$ cat config.mk
export PLATFORM = sky130hd
export DESIGN_NAME = fca_ctrl
export DESIGN_NICKNAME = d
export VERILOG_FILES = /design/src/design/fca_pkg.sv /design/src/design/fca_ctrl.sv
export SDC_FILE = /design/constraint.sdc
export NUM_CORES = 1
export LEC_CHECK = 0
export ABC_AREA = 1
export BUFFER_PORTS_ARGS = -buffer_cell sky130_fd_sc_hd__buf_2
export CAP_MARGIN = 20
export CELL_PAD_IN_SITES_DETAIL_PLACEMENT = 1
export CELL_PAD_IN_SITES_GLOBAL_PLACEMENT = 1
export CORE_MARGIN = 2
export CORE_UTILIZATION = 28
export DETAILED_ROUTE_END_ITERATION = 10
export MAX_ROUTING_LAYER = met4
export PLACE_DENSITY_LB_ADDON = 0.1
export SYNTH_ARGS = -nofsm -noshare
export SYNTH_HDL_FRONTEND = slang
export SYNTH_SLANG_ARGS = --single-unit
$ cat constraint.sdc
create_clock -name clk_i -period 1.5 [get_ports clk_i]
set_clock_uncertainty 0.05 [all_clocks]
set_input_delay 0.3 -clock clk_i [delete_from_list [all_inputs] [get_ports clk_i]]
set_output_delay 0.3 -clock clk_i [all_outputs]
set_load 0.005 [all_outputs]
$ cat src/design/fca_pkg.sv
// shared constants, codes and transfer types for the link table allocator
package fca_pkg;

  // table geometry
  localparam int unsigned MAX_ENTRIES = 4096;
  localparam int unsigned IDX_W       = $clog2(MAX_ENTRIES);
  localparam int unsigned LIM_W       = $clog2(MAX_ENTRIES + 1);
  localparam int unsigned BLK_W       = 16;
  localparam int unsigned CNT_W       = 13;
  // wide enough for any block index and for the limit itself
  localparam int unsigned CMP_W       = BLK_W + 1;

  localparam logic [BLK_W-1:0] LINK_FREE  = '0;
  localparam logic [BLK_W-1:0] LINK_END   = '1;
  localparam logic [BLK_W-1:0] FIRST_DATA = BLK_W'(2);

  localparam logic [CNT_W-1:0] ENTRY_COUNT_RST = CNT_W'(4096);

  typedef enum logic [1:0] {
    OP_ALLOC = 2'd0,
    OP_FREE  = 2'd1,
    OP_READ  = 2'd2,
    OP_WRITE = 2'd3
  } opcode_e;

  typedef enum logic [2:0] {
    ST_OK          = 3'd0,
    ST_FULL        = 3'd1,
    ST_NOT_MOUNTED = 3'd2,
    ST_RANGE       = 3'd3,
    ST_TOO_LONG    = 3'd4
  } status_e;

  // next value of the walk / scan pointer
  typedef enum logic [1:0] {
    CUR_HOLD = 2'd0,
    CUR_ITEM = 2'd1,
    CUR_INC  = 2'd2,
    CUR_LINK = 2'd3
  } cur_op_e;

  // table write data select
  typedef enum logic [1:0] {
    WD_FREE = 2'd0,
    WD_END  = 2'd1,
    WD_ITEM = 2'd2
  } wsel_e;

  // result block select
  typedef enum logic [1:0] {
    RES_NONE  = 2'd0,
    RES_CUR   = 2'd1,
    RES_RDATA = 2'd2
  } res_src_e;

  typedef struct packed {
    opcode_e          opcode;
    logic [BLK_W-1:0] block;
    logic [BLK_W-1:0] link_value;
  } in_item_t;

  typedef struct packed {
    status_e          status;
    logic [BLK_W-1:0] result_block;
  } out_item_t;

  typedef struct packed {
    logic     item_load;
    cur_op_e  cur_op;
    logic     steps_clr;
    logic     steps_inc;
    logic     mem_re;
    logic     mem_we;
    wsel_e    wsel;
    logic     res_set;
    status_e  res_status;
    res_src_e res_src;
    logic     out_load;
  } dp_cmd_t;

  typedef struct packed {
    logic cur_ge_lim;
    logic cur_term;
    logic steps_ge_lim;
    logic rdata_free;
    logic clr_last;
  } dp_stat_t;

endpackage

$ cat src/design/fca_ctrl.sv
// sequencing state machine: clearing pass, scan, chain walk, link access
module fca_ctrl (
  input  logic               clk_i,
  input  logic               rst_ni,
  input  logic               in_valid_i,
  output logic               in_ready_o,
  input  fca_pkg::opcode_e   in_opcode_i,
  input  logic               mounted_i,
  output logic               out_valid_o,
  input  logic               out_ready_i,
  output fca_pkg::dp_cmd_t   cmd_o,
  input  fca_pkg::dp_stat_t  stat_i
);
  import fca_pkg::*;

  localparam logic [3:0] S_CLEAR  = 4'd0;
  localparam logic [3:0] S_IDLE   = 4'd1;
  localparam logic [3:0] S_A_RD   = 4'd2;
  localparam logic [3:0] S_A_CHK  = 4'd3;
  localparam logic [3:0] S_F_TST  = 4'd4;
  localparam logic [3:0] S_F_WR   = 4'd5;
  localparam logic [3:0] S_R_RD   = 4'd6;
  localparam logic [3:0] S_R_DATA = 4'd7;
  localparam logic [3:0] S_W_WR   = 4'd8;
  localparam logic [3:0] S_DONE   = 4'd9;

  logic [3:0] state_q, state_d;
  logic       out_valid_q, out_valid_d;

  always_comb begin
    state_d          = state_q;
    out_valid_d      = out_valid_q && !out_ready_i;
    in_ready_o       = 1'b0;
    cmd_o.item_load  = 1'b0;
    cmd_o.cur_op     = CUR_HOLD;
    cmd_o.steps_clr  = 1'b0;
    cmd_o.steps_inc  = 1'b0;
    cmd_o.mem_re     = 1'b0;
    cmd_o.mem_we     = 1'b0;
    cmd_o.wsel       = WD_FREE;
    cmd_o.res_set    = 1'b0;
    cmd_o.res_status = ST_OK;
    cmd_o.res_src    = RES_NONE;
    cmd_o.out_load   = 1'b0;

    unique case (state_q)
      S_CLEAR: begin
        cmd_o.mem_we = 1'b1;
        cmd_o.wsel   = WD_FREE;
        cmd_o.cur_op = CUR_INC;
        if (stat_i.clr_last) begin
          state_d = S_IDLE;
        end
      end
      S_IDLE: begin
        in_ready_o = 1'b1;
        if (in_valid_i) begin
          cmd_o.item_load = 1'b1;
          cmd_o.cur_op    = CUR_ITEM;
          cmd_o.steps_clr = 1'b1;
          unique case (in_opcode_i)
            OP_ALLOC: state_d = S_A_RD;
            OP_FREE: begin
              if (mounted_i) begin
                state_d = S_F_TST;
              end else begin
                cmd_o.res_set    = 1'b1;
                cmd_o.res_status = ST_NOT_MOUNTED;
                state_d          = S_DONE;
              end
            end
            OP_READ:  state_d = S_R_RD;
            OP_WRITE: state_d = S_W_WR;
          endcase
        end
      end
      S_A_RD: begin
        if (stat_i.cur_ge_lim) begin
          cmd_o.res_set    = 1'b1;
          cmd_o.res_status = ST_FULL;
          state_d          = S_DONE;
        end else begin
          cmd_o.mem_re = 1'b1;
          state_d      = S_A_CHK;
        end
      end
      S_A_CHK: begin
        if (stat_i.rdata_free) begin
          cmd_o.mem_we     = 1'b1;
          cmd_o.wsel       = WD_END;
          cmd_o.res_set    = 1'b1;
          cmd_o.res_status = ST_OK;
          cmd_o.res_src    = RES_CUR;
          state_d          = S_DONE;
        end else begin
          cmd_o.cur_op = CUR_INC;
          state_d      = S_A_RD;
        end
      end
      S_F_TST: begin
        priority if (stat_i.cur_term) begin
          cmd_o.res_set    = 1'b1;
          cmd_o.res_status = ST_OK;
          state_d          = S_DONE;
        end else if (stat_i.cur_ge_lim) begin
          cmd_o.res_set    = 1'b1;
          cmd_o.res_status = ST_RANGE;
          state_d          = S_DONE;
        end else if (stat_i.steps_ge_lim) begin
          cmd_o.res_set    = 1'b1;
          cmd_o.res_status = ST_TOO_LONG;
          state_d          = S_DONE;
        end else begin
          cmd_o.mem_re = 1'b1;
          state_d      = S_F_WR;
        end
      end
      S_F_WR: begin
        cmd_o.mem_we    = 1'b1;
        cmd_o.wsel      = WD_FREE;
        cmd_o.cur_op    = CUR_LINK;
        cmd_o.steps_inc = 1'b1;
        state_d         = S_F_TST;
      end
      S_R_RD: begin
        if (stat_i.cur_ge_lim) begin
          cmd_o.res_set    = 1'b1;
          cmd_o.res_status = ST_RANGE;
          state_d          = S_DONE;
        end else begin
          cmd_o.mem_re = 1'b1;
          state_d      = S_R_DATA;
        end
      end
      S_R_DATA: begin
        cmd_o.res_set    = 1'b1;
        cmd_o.res_status = ST_OK;
        cmd_o.res_src    = RES_RDATA;
        state_d          = S_DONE;
      end
      S_W_WR: begin
        cmd_o.res_set = 1'b1;
        if (stat_i.cur_ge_lim) begin
          cmd_o.res_status = ST_RANGE;
        end else begin
          cmd_o.mem_we     = 1'b1;
          cmd_o.wsel       = WD_ITEM;
          cmd_o.res_status = ST_OK;
        end
        state_d = S_DONE;
      end
      S_DONE: begin
        if (!out_valid_q || out_ready_i) begin
          cmd_o.out_load = 1'b1;
          out_valid_d    = 1'b1;
          state_d        = S_IDLE;
        end
      end
      default: begin
        state_d = S_IDLE;
      end
    endcase
  end

  always_ff @(posedge clk_i or negedge rst_ni) begin
    if (!rst_ni) begin
      state_q     <= S_CLEAR;
      out_valid_q <= 1'b0;
    end else begin
      state_q     <= state_d;
      out_valid_q <= out_valid_d;
    end
  end

  assign out_valid_o = out_valid_q;

  // one item in flight: after an input transfer, no new one is taken next cycle
  a_one_in_flight: assert property (@(posedge clk_i) disable iff (!rst_ni)
    (in_valid_i && in_ready_o) |=> !in_ready_o)
    else $error("input taken while an item is still in progress");

  // output register is only reloaded once its previous result has left
  a_no_overwrite: assert property (@(posedge clk_i) disable iff (!rst_ni)
    cmd_o.out_load |-> (!out_valid_q || out_ready_i))
    else $error("pending result overwritten");

  // the table port is either read or written in one cycle
  a_one_port_op: assert property (@(posedge clk_i) disable iff (!rst_ni)
    !(cmd_o.mem_re && cmd_o.mem_we))
    else $error("table read and write in the same cycle");

  // nothing is accepted during the clearing pass
  a_clear_blocks: assert property (@(posedge clk_i) disable iff (!rst_ni)
    (state_q == S_CLEAR) |-> (!in_ready_o && !cmd_o.mem_re))
    else $error("activity during clearing pass");

endmodule

---- Yosys cells after proc, flatten, opt, wreduce, memory -nomap -nowiden ----
Cells that the tools add are included.
word-level totals
  bits of input ports ..................... 12
  bits in registers ....................... 5
  output and inout port bits .............. 18
  logic and storage cells ................. 69
operators by class
  equality and inequality tests ........... 15
  reductions and logical operators ........ 10
  multiplexer cells ....................... 42
operators with widths
  kind                                                             count
  4-bit 2-to-1 mux                                                 19
  4-bit one-hot mux with 9 select lines                            1
  4-bit one-hot mux with 7 select lines                            1
  4-bit by 3-bit == test with 1-bit output, second input constant  4
  4-bit one-hot mux with 4 select lines                            1
  1-bit 2-to-1 mux                                                 12
  9-bit 2-to-1 mux                                                 1
  3-bit one-hot mux with 3 select lines                            1
  4-bit by 2-bit == test with 1-bit output, second input constant  2
  4-bit == test, second input constant                             2
  2-bit one-hot mux with 4 select lines                            1
  2-bit != test, second input constant                             3
  2-bit OR reduction                                               3
  2-bit == test, second input constant                             2
  4-bit by 1-bit == test with 1-bit output, second input constant  1
  4-bit logical NOT                                                1
  2-bit 2-to-1 mux                                                 2
  2-bit one-hot mux with 2 select lines                            1
  3-bit 2-to-1 mux                                                 1
  3-bit AND reduction                                              1
  2-bit by 1-bit == test with 1-bit output, second input constant  1
  1-bit logical NOT                                                2
  2-bit logical NOT                                                1
  1-bit one-hot mux with 2 select lines                            1
  2 further kinds                                                  2

---- Longest topological paths before layout ----
Gate-level depths: netlist of run 1.
  word-level depth ........................ 4
  depth in mapped cells ................... 9
  depth with buffers taken out ............ 9

---- Least setup slack after synthesis of run 1 ----
OpenSTA, ideal clock, no wires.
  path kind ............................... register to output
  start point ............................. register state_q[3]
  end point ............................... output cmd_o[3] in the netlist's numbering
  path buffers ............................ 0
  data required time ...................... 1.150 ns
  stages on the path, launching flop included .. 8
  arrival ................................. 1.040 ns
  setup slack ............................. 0.110 ns
  cell sequence ........................... dfrtp_1 -> inv_1 -> nand2_2 -> nor2_1 -> nand2_1 -> o211ai_1 -> nand2_1 -> nand2_1
RTL lines
  item                      line             source
  start: declaration        fca_ctrl.sv:27   logic [3:0] state_q, state_d;
  start signal: assignment  fca_ctrl.sv:170  state_q <= state_d;
  end: declaration          fca_ctrl.sv:11   output fca_pkg::dp_cmd_t cmd_o,

==> results of run 1 <==
==> cell usage in the layout (no fill, tap or decap), types with 2 or more instances in the layout <==
| cell | netlist | final |
|---|---|---|
| o21ai_1 | 2 | 2 |
| nor3_1 | 4 | 4 |
| nor2_1 | 19 | 10 |
| nand2_4 | 0 | 4 |
| inv_1 | 12 | 9 |
| dfrtp_1 | 5 | 2 |
| buf_6 | 0 | 8 |
| dfrtp_2 | 0 | 3 |
| buf_4 | 1 | 15 |
| clkbuf_4 | 0 | 3 |
| o21ai_0 | 3 | 2 |
| inv_4 | 0 | 2 |
| nor2_2 | 5 | 6 |
| nand2_1 | 26 | 19 |
| inv_2 | 6 | 8 |
| nand3_2 | 2 | 4 |
| nor2_4 | 2 | 10 |
| nand3_1 | 7 | 4 |
| nand2_2 | 5 | 8 |
| buf_2 | 1 | 28 |
==> repair_timing <==
item | 4_1_cts | 5_1_grt
pin swaps | 14 | 12
buffers inserted | 2 | 4
cloned | 0 | 0
resized for setup | 36 | 18
hold buffers | 1 | 0
setup endpoints to repair | 18 | 19
endpoints found under the hold margin | 5 | 0
==> how the worst max path moves through the flow <==
stage,from,to,slack [ps],depth (start not counted)
floorplan,state_q[3],cmd_o[3],110,7
global placement,state_q[2],cmd_o[14],-50,7
detailed placement,state_q[1],cmd_o[3],-80,8
CTS,state_q[1],cmd_o[3],-240,8
global route,state_q[1],cmd_o[6],-380,8
finish,state_q[3],cmd_o[6],-310,6
==> cells by family (layout without fill, tap and decap cells) <==
| group | count (synthesis) | in the layout | share of synthesized area, % |
|---|---|---|---|
| simple gates | 72 | 72 | 57.3 |
| flops | 5 | 5 | 20.9 |
| buf+inv | 22 | 76 | 14.6 |
| compound gates | 8 | 8 | 7.11 |
==> power by group <==
part,internal (mW),switching [mW]
registers,0.206,0.104
logic,0.904,1.07
clock network,0.101,0.0632
==> worst min-delay path: stages <==
cell     delay, ps
buf_2           80
inv_1           50
nand2_1         90
nand2_1         60
==> flip-flops by register name (all words and copies together), names as in the netlist <==
register,flops
out_valid_o,1
state_q,4
==> per-layer routing <==
| metal | wire length [um] | up-vias | part of all wire (%) | track usage (%) |
|---|---|---|---|---|
| met5 | 0 | - | 0 | - |
| met4 | 83 | 0 | 3.0 | 8.33 |
| met3 | 124 | 8 | 4.4 | 1.49 |
| met2 | 1530 | 36 | 55 | 39.5 |
| met1 | 1070 | 426 | 38 | 24.1 |
| li1 | - | 436 | - | - |
==> area by class of cell <==
class                   instances  area share, %
clock buffers                   4           2.30
flip-flops and latches          5           11.3
repair buffers                 52           30.9
inverters                      20           7.45
well taps                      27           2.96
multi-input cells              80           45.1
==> per-stage QoR <==
step / utilization (%) / hold slack [ps] / power, mW
after floorplan: - / -45.6 / 0.988
after global placement: 45.0 / 64.9 / 1.62
after global routing: 57.6 / 354 / 2.62
after CTS: 53.3 / 318 / 2.16
final: 57.6 / 318 / 2.45
after detailed placement: 45.0 / 69.5 / 1.66
==> impl_results.md, run 1 <==
- Maximum VDD drop: approximately 1.1 mV
- Clock slew at reported path FFs: roughly 50 ps
- Share of cells above drive strength 1: 64.0%
- Post-Syn Nets: ~120
- Synth cell count leaders: nand2_1 (26), nor2_1 (19), inv_1 (12)
- Post-route ant nets: 0
- Run status: complete, but fails checks
- Antenna fix cells: 0
- WL/cell: around 15 um
- Critical-path cell with the highest stage delay: dfrtp_2
- Worst reg2reg path depth: 10
- Synth area leader: dfrtp_1
- FILL cells: 274
- Die Y: 50.2 um
- Final nets: 174
- Violated checks: negative setup slack
- Hold EP: out_valid_o
- Post-DP HPWL: 1810 um
- EDFF count, synth: 0
- Hold Crit Class: input pin to register
- Top delay family on crit path: flip-flops
- Cell count after synthesis: about 110
- Seq cells post-synth: 5
- CP bufs+invs: 2
- Post-synth top flop: dfrtp_1
- Multi-input logic area: roughly 520 um^2
- CTS Buf Count: 3
- First-pass GRT wire length: ~4000 um
- Min Tclk post-route: roughly 1800 ps
- LEAKAGE: 0.641 nW
- Root Buffer Master: clkbuf_4
- DRC: 0
- Synth warn: 0
- Final Non-Filler Cells: around 190
- Area growth syn-to-layout: 91.0%
- Die width: between 50 and 60 um
- Pin count of the biggest net entering global routing: 9
- Die ar.: about 0.0025 mm^2
- Clock latency on the worst-skew pair: about 250 ps
- Synth cell types: 20
- Worst slew pin tran: roughly 310 ps
- Vias in the first global route: 898
- Register area: 129 um^2
- Reg-to-reg endpoint: state_q[3]
- GRT Total Usage: between 20% and 30%
- Critical path cell sequence: buf_4 -> nand3_2 -> o21ai_1 -> nor2_2 -> nand4_1 -> buf_2
- CP max stage delay: 460 ps
- Share of Yosys cell area claimed by the top area cell type: a little over a fifth
- MaxCap Viol Count: 0
- Critical R2R Launch: state_q[1]
- Clock sink total: 5
- Fin. Hold Viols: 0
- Total Wirelength: between 2000 and 3000 um
- Clock buffer depth: 2
- Drt first pass iters: 4
- Unrepaired setup endpoints after global routing: true
- Worst slack, placed: -76.0 ps
- Routability Congestion: 0.835
- Synthesized area: 598 um^2
- CP Launch Type: register
- Initial Util: 30.2%
- Worst Min Path Start: out_ready_i
- Design area: approximately 0.0011 mm^2
- DR iter-0 viols: 12
- Hold depth: 4
- Fin. max-slew vios: 0
- Register area share after synthesis: around a fifth
- WP data arrival: around 1500 ps
- Post-route setup slack: -314 ps
- Initial antenna violation count: 0
- Depth of the CTS H-tree: 1
- Setup CP Type: register to primary output
- Port buffer count: 29
- Total gr overflow: 0
- Synth area leaders: dfrtp_1 (21%), nand2_1 (16%), nor2_1 (12%)
- Ports: 30
- Worst R2R Setup Slack: -70 ps
- Setup Viol. Count Final: 18
- Most common cell in the synthesized netlist: nand2_1
- WP data required: roughly 1200 ps
- Pwr Density: 2150 mW/mm^2
- Slew HR: about four fifths
- Via count: 906
- CTS tree: yes
- Ys async rst share: 100%
- CP Capture Type: primary output
- Placed cell area: between 800 and 900 um^2
- Core Area: 0.00198 mm^2
- Inst Count DP: between 150 and 200
- Vias per inst: ~4.8
- Mean Syn Cell Area: 5.59 um^2
- # rows: 16
- Final cycle utilization of the critical path: 121%
- Setup TNS: -3520 ps
- Highest clock rate: 0.551 GHz
- Crit-path max FO: 5
Note: power is estimated with default switching activity, not from simulation.
==> run 2, diff against run 1 <==
- CORE_ASPECT_RATIO: not set -> 1.4
==> run 2 against run 1 <==
Effect of this change: total power fell by 12%; register-to-register slack better by 90 ps; die area rose by 0.22%; largest cell class unchanged; worst setup slack better by 21 ps; the run still ends with negative setup slack left; global-route usage fell by 2.3 points.
==> impl_results.md, run 2 (synthesized netlist as in run 1, its figures left out) <==
- Initial Util: about 30%
- Pin count of the biggest net entering global routing: 9
- Tot Pwr: ~2.2 mW
- Most common cell after layout, fill and taps aside: buf_2
- Min Tclk post-route: between 1500 and 2000 ps
- Total Wirelength: about 2200 um
- Clock slew at reported path FFs: 40 ps
- Routability Congestion: around 0.84
- CP max stage delay: roughly 470 ps
- Fin. max-slew vios: 0
- Most flop-heavy register: state_q
- Vias in the first global route: about 860
- WP data arrival: about 1400 ps
- CTS tree: yes
- Slew HR: between 80% and 90%
- Die ar.: around 0.0025 mm^2
- Critical path cell sequence: inv_2 -> nand2_4 -> buf_6 -> o21ai_1 -> nor2_4 -> nand4_1 -> buf_2
- GRT Max-Usage Layer: met2
- Port buffer count: 29
- Total gr overflow: 0
- CP bufs+invs: 3
- First-pass GRT wire length: between 3000 and 4000 um
- Antenna fix cells: 0
- Initial antenna violation count: 0
- DRC: 0
- CTS Buf Count: 3
- Clock latency on the worst-skew pair: ~240 ps
- Violated checks: negative setup slack
- Design area: ~0.0011 mm^2
- Setup TNS: -2910 ps
- WL/cell: approximately 13 um
- Root Buffer Master: clkbuf_4
- Worst slack, placed: -69.2 ps
- Post-route setup slack: -293 ps
- Area growth syn-to-layout: 76.2%
- Share of cells above drive strength 1: approximately three fifths
- Drt first pass iters: 3
- Met1 Use GR: between 10% and 20%
- Final nets: approximately 170
- Met2 usage: a little over a third
- MaxCap Viol Count: 0
- Post-route ant nets: 0
- Die Y: a little under 60 um
- Post-DP HPWL: about 1700 um
- Fin. Hold Viols: 0
- GRT Total Usage: 19.2%
- Placed cell area: 847 um^2
- Unrepaired setup endpoints after global routing: true
- Max FFs per register: 4
- Ports: 30
- Run status: complete, but fails checks
- Via count: ~830
- Die width: 43.1 um
- Depth of the CTS H-tree: 1
- WP data required: ~1200 ps
- LEAKAGE: roughly 0.60 nW
- Highest clock rate: roughly 0.56 GHz
- DR iter-0 viols: 2
- Clock buffer depth: 2
- Critical-path cell with the highest stage delay: dfrtp_2
- Maximum VDD drop: about 0.95 mV
- Vias per inst: about 4.7
- # rows: 19
- Crit-path max FO: 6
- CP Launch Type: register
- Hold Crit Class: input pin to asynchronous set/reset pin
- Most frequent cells in the layout: buf_2 (29), nand2_1 (22), buf_4 (14)
- Setup Viol. Count Final: 17
- CP Capture Type: primary output
- Pwr Density: about 2100 mW/mm^2
- GR Layer Usage met3: under 10%
- Core Area: approximately 0.0020 mm^2
- Worst R2R Setup Slack: approximately 20 ps
- Worst slew pin tran: 265 ps
- Setup CP Type: register to primary output
- Top delay family on crit path: flip-flops
- Clock sink total: 5
- Final cycle utilization of the critical path: 120%
[run 2: changes by cell type in the layout (fill, tap and decap cells not counted), moves of 2 or more]
cell	delta
nand2_1	+3
nand2_2	-2
nor2_4	-2
buf_6	-6
[run 2: where the power goes]
group	internal (mW)	switching [mW]
Clock	0.101	0.0554
Combinational	0.790	0.900
Sequential	0.206	0.107
[run 2: per-stage QoR]
step | utilization, % | hold slack, ps | std cells
2_1_floorplan | - | -45.6 | 107
3_3_place_gp | 42.4 | 64.2 | 167
3_5_place_dp | 42.4 | 66.4 | 167
4_1_cts | 49.7 | 340 | 177
5_1_grt | 52.8 | 348 | 177
6_report | 52.8 | 340 | 177
[run 2: layer usage]
layer | wire length [um] | up-vias
met5 | 0 | -
met1 | 808 | 384
met2 | 1320 | 17
li1 | - | 427
met4 | 44 | 0
met3 | 57 | 4
[run 2: path summary, 6_finish.rpt]
check                       startpoint          end  cells past startpoint
max                         state_q[3]     cmd_o[6]                      7
min                             rst_ni   state_q[0]                      2
max reg2reg                 state_q[0]   state_q[3]                      9
min reg2reg                out_valid_o  out_valid_o                      2
max in group asynchronous       rst_ni   state_q[3]                      2
min in group clk_i         out_ready_i  out_valid_o                      4
[run 2: worst register-to-register path, cell delays in order (launching register included)]
cell	delay, ps
dfrtp_1	390
inv_2	90
nor2_4	170
buf_4	130
nand3_2	80
buf_4	160
nor2_4	100
nor2_2	60
nand2_1	60
nand2_1	60
[run 2: layout make-up]
| cell class | instances | area, um^2 |
|---|---|---|
| inverters | 20 | 78.8 |
| clock buffers | 4 | 26.3 |
| multi-input cells | 80 | 490 |
| repair buffers | 47 | 303 |
| flip-flops and latches | 5 | 129 |
| well taps | 21 | 26.3 |
| fillers | 291 | 943 |
[run 2: timing repair]
item | CTS | global route
hold buffers | 1 | 0
endpoints found under the hold margin | 5 | 0
endpoints found under the setup margin | 17 | 20
resized for setup | 21 | 16
buffers inserted | 5 | 0
pin swaps | 9 | 5
